`config.mk`:
```
export PLATFORM = sky130hd
export DESIGN_NAME = sort_and_list_repeated_values
export DESIGN_NICKNAME = d
export VERILOG_FILES = /design/src/rtl/core/slrv_pkg.sv /design/src/rtl/core/sort_and_list_repeated_values.sv /design/src/rtl/core/slrv_ram.sv
export SDC_FILE = /design/constraint.sdc
export NUM_CORES = 1
export LEC_CHECK = 0
export BUFFER_PORTS_ARGS = -buffer_cell sky130_fd_sc_hd__buf_2
export CAP_MARGIN = 25
export CELL_PAD_IN_SITES_DETAIL_PLACEMENT = 0
export CELL_PAD_IN_SITES_GLOBAL_PLACEMENT = 1
export CORE_MARGIN = 8
export CORE_UTILIZATION = 50
export CTS_BUF_LIST = sky130_fd_sc_hd__clkbuf_4 sky130_fd_sc_hd__clkbuf_8
export CTS_CLUSTER_SIZE = 14
export DETAILED_ROUTE_END_ITERATION = 8
export HOLD_SLACK_MARGIN = 0.1
export PLACE_DENSITY = 0.85
export SLEW_MARGIN = 20
export SYNTH_ARGS = -nofsm -noshare
export SYNTH_HDL_FRONTEND = slang
export SYNTH_HIERARCHICAL = 1
export SYNTH_SLANG_ARGS = --single-unit
export TNS_END_PERCENT = 20
```
`constraint.sdc`:
```
create_clock -name clock -period 3.5 [get_ports clock]
set_input_delay 0.175 -clock clock [delete_from_list [all_inputs] [get_ports clock]]
set_output_delay 0.175 -clock clock [all_outputs]
set_load 0.02 [all_outputs]
```
`src/rtl/core/slrv_pkg.sv`:
```
// Package for sort_and_list_repeated_values: store geometry, field widths
// and the control state type. No dependencies.
package slrv_pkg;
   localparam int MAX_ELEMENTS = 64;
   localparam int RESULT_LIMIT = 32;
   localparam int VALUE_W      = 16;
   localparam int ADDR_W       = $clog2(MAX_ELEMENTS);
   localparam int CNT_W        = $clog2(MAX_ELEMENTS + 1);
   localparam int RES_W        = $clog2(RESULT_LIMIT + 1);

   typedef enum logic [3:0] {
      ST_LOAD,
      ST_SORT_START,
      ST_SORT_FIRST,
      ST_SORT_CMP,
      ST_SORT_TAIL,
      ST_SCAN_START,
      ST_SCAN_FIRST,
      ST_SCAN_CMP,
      ST_SCAN_END
   } state_type;
endpackage

```
`src/rtl/core/sort_and_list_repeated_values.sv`:
```
// Top level of sort_and_list_repeated_values: loads a set of signed values,
// bubble sorts them in place and lists each repeated value once.
// Depends on slrv_pkg and slrv_ram.
//
// Items are taken one per cycle until the one with tlast closes the set;
// items past the 64-entry store are dropped. The set of n elements is then
// sorted in the store RAM, one compare-and-write per cycle through its one
// read port and one write port. At most n - 1 passes run (fewer when a pass
// makes no swap). The scan can stall while the result side holds back. No
// new item is accepted from the closing item until the final result is
// registered; that result may still wait on rsp_tready while the next set
// loads.
module sort_and_list_repeated_values
   import slrv_pkg::*;
(
   input  logic        clock,
   input  logic        reset,
   input  logic        req_tvalid,
   output logic        req_tready,
   input  logic [15:0] req_tdata,   // [15:0] value
   input  logic        req_tlast,
   output logic        rsp_tvalid,
   input  logic        rsp_tready,
   output logic [15:0] rsp_tdata,   // [15:0] repeated_value
   output logic        rsp_tuser,   // [0] found
   output logic        rsp_tlast
);
   state_type state_ff, state_in;

   logic [CNT_W-1:0]   cnt_ff, cnt_in, cnt_after;
   logic [ADDR_W-1:0]  idx_ff, idx_in;
   logic [ADDR_W-1:0]  pass_end_ff, pass_end_in;
   logic [ADDR_W-1:0]  last_idx;
   logic               swapped_ff, swapped_in;
   logic [VALUE_W-1:0] carry_ff, carry_in;
   logic [VALUE_W-1:0] prev_ff, prev_in;
   logic [VALUE_W-1:0] pend_ff, pend_in;
   logic               pend_valid_ff, pend_valid_in;
   logic               in_run_ff, in_run_in;
   logic [RES_W-1:0]   produced_ff, produced_in;

   logic               rsp_valid_ff, rsp_valid_in;
   logic [VALUE_W-1:0] rsp_data_ff, rsp_data_in;
   logic               rsp_found_ff, rsp_found_in;
   logic               rsp_last_ff, rsp_last_in;

   logic               ram_we, ram_re;
   logic [ADDR_W-1:0]  ram_waddr, ram_raddr;
   logic [VALUE_W-1:0] ram_wdata, ram_rdata;

   logic req_fire, out_free, store_full, scan_new, scan_stall;

   slrv_ram #(
      .WIDTH(VALUE_W),
      .DEPTH(MAX_ELEMENTS)
   ) u_store (
      .clock  (clock),
      .wr_en  (ram_we),
      .wr_addr(ram_waddr),
      .wr_data(ram_wdata),
      .rd_en  (ram_re),
      .rd_addr(ram_raddr),
      .rd_data(ram_rdata)
   );

   assign req_tready = (state_ff == ST_LOAD);
   assign req_fire   = req_tvalid && req_tready;
   assign out_free   = !rsp_valid_ff || rsp_tready;
   assign store_full = (cnt_ff == CNT_W'(MAX_ELEMENTS));
   assign cnt_after  = store_full ? cnt_ff : cnt_ff + CNT_W'(1);
   assign last_idx   = ADDR_W'(cnt_ff - CNT_W'(1));
   assign scan_new   = (ram_rdata == prev_ff) && !in_run_ff &&
                       (produced_ff < RES_W'(RESULT_LIMIT));
   assign scan_stall = scan_new && pend_valid_ff && !out_free;

   always_comb begin
      state_in = state_ff;
      case (state_ff)
         ST_LOAD: begin
            if (req_fire && req_tlast) begin
               state_in = (cnt_after > CNT_W'(1)) ? ST_SORT_START : ST_SCAN_START;
            end
         end
         ST_SORT_START: state_in = ST_SORT_FIRST;
         ST_SORT_FIRST: state_in = ST_SORT_CMP;
         ST_SORT_CMP: begin
            if (idx_ff + ADDR_W'(1) == pass_end_ff) begin
               state_in = ST_SORT_TAIL;
            end
         end
         ST_SORT_TAIL: begin
            state_in = (swapped_ff && pass_end_ff > ADDR_W'(1)) ? ST_SORT_START
                                                                : ST_SCAN_START;
         end
         ST_SCAN_START: state_in = ST_SCAN_FIRST;
         ST_SCAN_FIRST: state_in = (cnt_ff == CNT_W'(1)) ? ST_SCAN_END : ST_SCAN_CMP;
         ST_SCAN_CMP: begin
            if (!scan_stall && idx_ff == last_idx) begin
               state_in = ST_SCAN_END;
            end
         end
         ST_SCAN_END: begin
            if (out_free) begin
               state_in = ST_LOAD;
            end
         end
         default: state_in = ST_LOAD;
      endcase
   end

   always_comb begin
      cnt_in        = cnt_ff;
      idx_in        = idx_ff;
      pass_end_in   = pass_end_ff;
      swapped_in    = swapped_ff;
      carry_in      = carry_ff;
      prev_in       = prev_ff;
      pend_in       = pend_ff;
      pend_valid_in = pend_valid_ff;
      in_run_in     = in_run_ff;
      produced_in   = produced_ff;
      rsp_valid_in  = rsp_tready ? 1'b0 : rsp_valid_ff;
      rsp_data_in   = rsp_data_ff;
      rsp_found_in  = rsp_found_ff;
      rsp_last_in   = rsp_last_ff;
      ram_we        = 1'b0;
      ram_waddr     = idx_ff;
      ram_wdata     = carry_ff;
      ram_re        = 1'b0;
      ram_raddr     = '0;
      case (state_ff)
         ST_LOAD: begin
            if (req_fire) begin
               ram_we    = !store_full;
               ram_waddr = cnt_ff[ADDR_W-1:0];
               ram_wdata = req_tdata;
               cnt_in    = cnt_after;
               if (req_tlast) begin
                  pass_end_in = ADDR_W'(cnt_after - CNT_W'(1));
               end
            end
         end
         ST_SORT_START: begin
            ram_re     = 1'b1;
            swapped_in = 1'b0;
         end
         ST_SORT_FIRST: begin
            carry_in  = ram_rdata;
            ram_re    = 1'b1;
            ram_raddr = ADDR_W'(1);
            idx_in    = '0;
         end
         ST_SORT_CMP: begin
            ram_we = 1'b1;
            if ($signed(carry_ff) > $signed(ram_rdata)) begin
               ram_wdata  = ram_rdata;
               swapped_in = 1'b1;
            end else begin
               carry_in = ram_rdata;
            end
            idx_in = idx_ff + ADDR_W'(1);
            if (idx_ff + ADDR_W'(1) != pass_end_ff) begin
               ram_re    = 1'b1;
               ram_raddr = idx_ff + ADDR_W'(2);
            end
         end
         ST_SORT_TAIL: begin
            ram_we    = 1'b1;
            ram_waddr = pass_end_ff;
            if (swapped_ff && pass_end_ff > ADDR_W'(1)) begin
               pass_end_in = pass_end_ff - ADDR_W'(1);
            end
         end
         ST_SCAN_START: begin
            ram_re        = 1'b1;
            in_run_in     = 1'b0;
            pend_valid_in = 1'b0;
            produced_in   = '0;
         end
         ST_SCAN_FIRST: begin
            prev_in   = ram_rdata;
            ram_re    = 1'b1;
            ram_raddr = ADDR_W'(1);
            idx_in    = ADDR_W'(1);
         end
         ST_SCAN_CMP: begin
            if (!scan_stall) begin
               if (scan_new) begin
                  if (pend_valid_ff) begin
                     rsp_valid_in = 1'b1;
                     rsp_data_in  = pend_ff;
                     rsp_found_in = 1'b1;
                     rsp_last_in  = 1'b0;
                  end
                  pend_in       = ram_rdata;
                  pend_valid_in = 1'b1;
                  produced_in   = produced_ff + RES_W'(1);
               end
               in_run_in = (ram_rdata == prev_ff);
               prev_in   = ram_rdata;
               if (idx_ff != last_idx) begin
                  ram_re    = 1'b1;
                  ram_raddr = idx_ff + ADDR_W'(1);
                  idx_in    = idx_ff + ADDR_W'(1);
               end
            end
         end
         ST_SCAN_END: begin
            if (out_free) begin
               rsp_valid_in  = 1'b1;
               rsp_data_in   = pend_valid_ff ? pend_ff : '0;
               rsp_found_in  = pend_valid_ff;
               rsp_last_in   = 1'b1;
               pend_valid_in = 1'b0;
               cnt_in        = '0;
            end
         end
         default: begin
         end
      endcase
   end

   always_ff @(posedge clock) begin
      if (reset) begin
         state_ff      <= ST_LOAD;
         cnt_ff        <= '0;
         rsp_valid_ff  <= 1'b0;
         pend_valid_ff <= 1'b0;
         swapped_ff    <= 1'b0;
         in_run_ff     <= 1'b0;
         produced_ff   <= '0;
      end else begin
         state_ff      <= state_in;
         cnt_ff        <= cnt_in;
         rsp_valid_ff  <= rsp_valid_in;
         pend_valid_ff <= pend_valid_in;
         swapped_ff    <= swapped_in;
         in_run_ff     <= in_run_in;
         produced_ff   <= produced_in;
      end
   end

   always_ff @(posedge clock) begin
      idx_ff       <= idx_in;
      pass_end_ff  <= pass_end_in;
      carry_ff     <= carry_in;
      prev_ff      <= prev_in;
      pend_ff      <= pend_in;
      rsp_data_ff  <= rsp_data_in;
      rsp_found_ff <= rsp_found_in;
      rsp_last_ff  <= rsp_last_in;
   end

   assign rsp_tvalid = rsp_valid_ff;
   assign rsp_tdata  = rsp_data_ff;
   assign rsp_tuser  = rsp_found_ff;
   assign rsp_tlast  = rsp_last_ff;

   a_cnt_bound: assert property (@(posedge clock) disable iff (reset)
      cnt_ff <= CNT_W'(MAX_ELEMENTS))
      else $error("element count beyond store depth");

   a_no_rw_clash: assert property (@(posedge clock) disable iff (reset)
      (ram_we && ram_re) |-> (ram_waddr != ram_raddr))
      else $error("read and write to the same store entry");

   a_cmp_in_pass: assert property (@(posedge clock) disable iff (reset)
      (state_ff == ST_SORT_CMP) |-> (idx_ff < pass_end_ff))
      else $error("compare index past end of pass");

   a_set_closed: assert property (@(posedge clock) disable iff (reset)
      (state_ff == ST_SCAN_END && out_free) |=> (cnt_ff == '0 && rsp_tlast && rsp_tvalid))
      else $error("set not closed by final item");
endmodule

```
`src/rtl/core/slrv_ram.sv`:
```
// Generic simple dual-port RAM: one write port, one read port with a
// registered, enabled read. No dependencies.
module slrv_ram #(
   parameter int WIDTH = 16,
   parameter int DEPTH = 64
) (
   input  logic                     clock,
   input  logic                     wr_en,
   input  logic [$clog2(DEPTH)-1:0] wr_addr,
   input  logic [WIDTH-1:0]         wr_data,
   input  logic                     rd_en,
   input  logic [$clog2(DEPTH)-1:0] rd_addr,
   output logic [WIDTH-1:0]         rd_data
);
   logic [WIDTH-1:0] mem [DEPTH];
   logic [WIDTH-1:0] rd_data_ff;

   always_ff @(posedge clock) begin
      if (wr_en) begin
         mem[wr_addr] <= wr_data;
      end
      if (rd_en) begin
         rd_data_ff <= mem[rd_addr];
      end
   end

   assign rd_data = rd_data_ff;
endmodule
```
==> impl_metrics.prom <==
# TYPE chip_impl_metric gauge
chip_impl_metric{name="grt_first_pass_wirelength",unit="um"} 173700
chip_impl_metric{name="worst_slack",unit="ns"} -0.6253
chip_impl_info{name="synth.most_common_cell",value="edfxtp_1"} 1
chip_impl_metric{name="count_of_final_max_slew_check_failures",unit=""} 0
chip_impl_metric{name="row_count",unit=""} 111
chip_impl_info{name="regToRegStartpoint",value="u_store/rd_data[5]"} 1
chip_impl_metric{name="post_synth_inst_count",unit=""} 2365
chip_impl_metric{name="worst_ep_arrival_time",unit="ns"} 4.69
chip_impl_metric{name="maxClockFrequency",unit="GHz"} 0.2424
chip_impl_metric{name="netlist_area",unit="um2"} 45910
chip_impl_metric{name="cp_max_fo",unit=""} 7
chip_impl_metric{name="place_inst",unit=""} 3833
chip_impl_metric{name="critical_path_required",unit="ns"} 4.06
chip_impl_metric{name="period_share",unit=""} 1.179
chip_impl_metric{name="detailedPlacementHpwl",unit="um"} 70740
chip_impl_metric{name="globalRouteTotalUtil",unit=""} 0.2291
chip_impl_metric{name="ioPinCount",unit=""} 41
chip_impl_metric{name="layout.filler_cells",unit=""} 6068
chip_impl_info{name="rsz0062_at_grt",value="yes"} 1
chip_impl_info{name="synthFlopType",value="edfxtp_1"} 1
chip_impl_metric{name="number_of_iterations_in_the_first_detailed_routing_pass",unit=""} 9
chip_impl_metric{name="largest_net_degree_at_the_start_of_global_routing",unit=""} 65
chip_impl_metric{name="finalClockSkew",unit="ns"} 0.04615
chip_impl_metric{name="grt_overflow",unit=""} 0
chip_impl_metric{name="post_layout_nonfiller_instances",unit=""} 4180
chip_impl_metric{name="register_area",unit="um2"} 33990
chip_impl_metric{name="post_drt_wl_per_cell",unit="um"} 28.88
chip_impl_metric{name="gpl.final_weighted_congestion",unit=""} 0.9091
chip_impl_metric{name="final_core_util",unit=""} 0.6083
chip_impl_metric{name="postLayoutCellArea",unit="um2"} 55590
chip_impl_metric{name="hold_viol",unit=""} 0
chip_impl_metric{name="fp.coreArea",unit="um2"} 91390
chip_impl_info{name="clock_tree_from_tritoncts",value="yes"} 1
chip_impl_info{name="critical_path_class",value="register to register"} 1
chip_impl_metric{name="synth_nets",unit=""} 2413
chip_impl_metric{name="synth-seq-area-share",unit=""} 0.7405
chip_impl_info{name="critPathLaunchType",value="register"} 1
chip_impl_metric{name="pwr-share-comb",unit=""} 0.330
chip_impl_metric{name="drcViolationCount",unit=""} 0
chip_impl_metric{name="detail-route-antenna-nets",unit=""} 0
chip_impl_metric{name="worstMarginPinSlew",unit="ns"} 1.022
chip_impl_metric{name="clk_latency",unit="ns"} 0.82
chip_impl_metric{name="clkPwrFrac",unit=""} 0.246
chip_impl_metric{name="area_taken_by_multi_input_logic_gates",unit="um2"} 11750
chip_impl_info{name="cts_root_buffer",value="clkbuf_8"} 1
chip_impl_metric{name="port-buffer-count",unit=""} 40
chip_impl_metric{name="die_height",unit="um"} 319.0
chip_impl_info{name="setup.worst_path.start",value="u_store/rd_data[5]"} 1
chip_impl_metric{name="post_dp_cell_area",unit="um2"} 50710
chip_impl_info{name="violations",value="negative setup slack"} 1
chip_impl_info{name="run_status",value="finished, violations left"} 1
chip_impl_metric{name="ys_ff_latch",unit=""} 1139
chip_impl_metric{name="cts.path.max_buffers",unit=""} 3
chip_impl_metric{name="pwr-share-seq",unit=""} 0.424
chip_impl_metric{name="path_clk_slew",unit="ns"} 0.06
chip_impl_metric{name="leakage",unit="nW"} 18.13
chip_impl_metric{name="drive_gt1_frac",unit=""} 0.3678
chip_impl_metric{name="die_x",unit="um"} 319.0
chip_impl_metric{name="totalNegativeSetupSlack",unit="ns"} -8.720
chip_impl_info{name="synth_commonest_cells",value="edfxtp_1 (1118), mux4_2 (220), nor2_1 (108), mux2i_1 (86), nand2_1 (84)"} 1
chip_impl_info{name="synthDominantAreaCellType",value="edfxtp_1"} 1
chip_impl_metric{name="layout-area-overhead-vs-synth",unit="%"} 21.10
chip_impl_metric{name="maxSlewHeadroom",unit=""} 0.3166
chip_impl_metric{name="first_global_vias",unit=""} 26120
chip_impl_metric{name="design.die.area",unit="um2"} 101800
chip_impl_metric{name="h-tree-depth",unit=""} 4
chip_impl_info{name="worst_hold_path_type",value="primary input to register"} 1
chip_impl_metric{name="synth_edf_count",unit=""} 1118
chip_impl_metric{name="post_drt_via_cell_ratio",unit=""} 6.215
chip_impl_metric{name="post_synth.cell_area_avg",unit="um2"} 19.41
chip_impl_info{name="min-delay-start",value="req_tdata[10]"} 1
chip_impl_info{name="synth_top_cells_by_area",value="edfxtp_1 (73%), mux4_2 (11%), mux2i_1 (1.9%)"} 1
chip_impl_metric{name="synth.yosys.warnings",unit=""} 6
chip_impl_metric{name="asyncSetResetFlopFracSynth",unit=""} 0
chip_impl_metric{name="period_needed",unit="ns"} 4.125
chip_impl_metric{name="drt_wl_total",unit="um"} 120700
chip_impl_metric{name="maxCapViolCount",unit=""} 0
chip_impl_metric{name="yosys.cell_types.count",unit=""} 83
chip_impl_metric{name="cts_made_buffers",unit=""} 174
chip_impl_metric{name="power_report.internal_total",unit="W"} 0.02938
chip_impl_metric{name="clock_sink_count",unit=""} 1139
chip_impl_metric{name="powerDensity",unit="nW/um2"} 781.4
chip_impl_metric{name="number_of_antenna_violations_at_the_first_check_in_global_routing",unit=""} 2
chip_impl_metric{name="power",unit="W"} 0.04344
chip_impl_metric{name="finalSetupViolations",unit=""} 16
chip_impl_info{name="end_kind",value="register"} 1
chip_impl_metric{name="yosys.area.top_type_share",unit=""} 0.7313
chip_impl_metric{name="nets",unit=""} 2918
chip_impl_metric{name="worst_ir_drop_vdd",unit="V"} 0.0005244
chip_impl_metric{name="power.share.switching",unit=""} 0.3236
chip_impl_metric{name="drt_iter0_markers",unit=""} 3213
chip_impl_metric{name="vias",unit=""} 25980
chip_impl_metric{name="switchingPower",unit="W"} 0.01406
chip_impl_metric{name="floorplan.initialDensity",unit=""} 0.5023
==> per-stage QoR <==
stage,worst slack (ns),hold slack [ns]
floorplan,-0.08348,0.3596
global placement,-0.7931,0.4574
detailed placement,-0.8429,0.4870
CTS,-0.5166,0.1589
global route,-0.6452,0.1999
finish,-0.6253,0.1886
==> power groups by stage <==
stage               clock (W)  sequential, W  combinational (W)
floorplan                   0         0.0188            0.00686
global placement            0         0.0186             0.0120
detailed placement          0         0.0187             0.0124
CTS                    0.0108         0.0184             0.0137
global route           0.0114         0.0185             0.0149
finish                 0.0107         0.0184             0.0143
==> sequential cells by signal (all words and copies together) (netlist names), 6 cells and up <==
name / cells
u_store/mem: 1024
produced_ff: 6
idx_ff: 6
carry_ff: 16
prev_ff: 16
rsp_tdata: 16
u_store/rd_data: 16
pass_end_ff: 6
cnt_ff: 7
pend_ff: 16
==> layer usage <==
metal  share of wire  vias to the layer above  track usage  routed length [um]
met5               0                        -            0                   0
met3            0.12                      266      0.05864               13950
met2            0.48                     1680       0.3601               57980
li1                -                    10730            -                   -
met4           0.040                        0      0.09530                4817
met1            0.36                    13300       0.3061               43980
==> worst paths after layout <==
| kind | slack (ns) | depth (start not counted) | end |
|---|---|---|---|
| max | -0.63 | 15 | u_store/rd_data[2] |
| min | 0.19 | 4 | u_store/mem[60][10] |
| max reg2reg | -0.63 | 15 | u_store/rd_data[2] |
| min reg2reg | 0.49 | 2 | produced_ff[1] |
==> placed cells by master, fill, tap and decap left out, drive strengths merged, types with 17 or more instances in the layout <==
cell	instances
edfxtp	1118
buf	451
clkbuf	234
mux4	224
nor2	111
mux2i	86
nand2	85
a21oi	54
nor2b	52
clkinv	52
a22oi	43
nand3	38
inv	37
mux2	28
xor2	27
ha	27
and3	25
a221o	22
dfxtp	21
nand4	18
a221oi	18
xnor2	17
o21ai	17
==> timing repair <==
item	4_1_cts	5_1_grt
pin swaps	26	45
hold buffers	6	0
resized for setup	127	56
hold endpoints to repair	23	0
cloned	11	6
buffers inserted	20	7
setup endpoints to repair	16	36
==> critical path, stage by stage (launching register included) <==
cell and delay, ns:
edfxtp_1 0.46, xor2_1 0.18, nor4_1 0.28, nand4_1 0.15, buf_6 0.16, or4_4 0.42, nand3b_1 0.13, o211ai_1 0.19
buf_6 0.22, buf_16 0.17, clkbuf_16 0.19, buf_4 0.18, mux4_2 0.43, a22oi_1 0.30, nand3_1 0.16, and4_1 0.23
==> area by class of cell <==
type / instances / share of cell area
diodes: 3 / 0.0001350
clock inverters: 69 / 0.008395
clock buffers: 228 / 0.05082
well taps: 1186 / 0.02669
inverters: 33 / 0.002228
flip-flops and latches: 1139 / 0.6115
multi-input cells: 1059 / 0.2114
repair buffers: 463 / 0.08885
==> logic make-up after synthesis <==
kind of cell / count (synthesis) / synth area share
adders and majority gates: 27 / 0.007359
DFF: 1139 / 0.7405
buffers and inverters: 167 / 0.02164
AOI/OAI and AO/OA: 249 / 0.03971
muxes: 338 / 0.1359
and+or+nand+nor: 397 / 0.04434
xor gates and xnor gates: 48 / 0.01055
No activity file was read; power rests on OpenSTA's default activity.
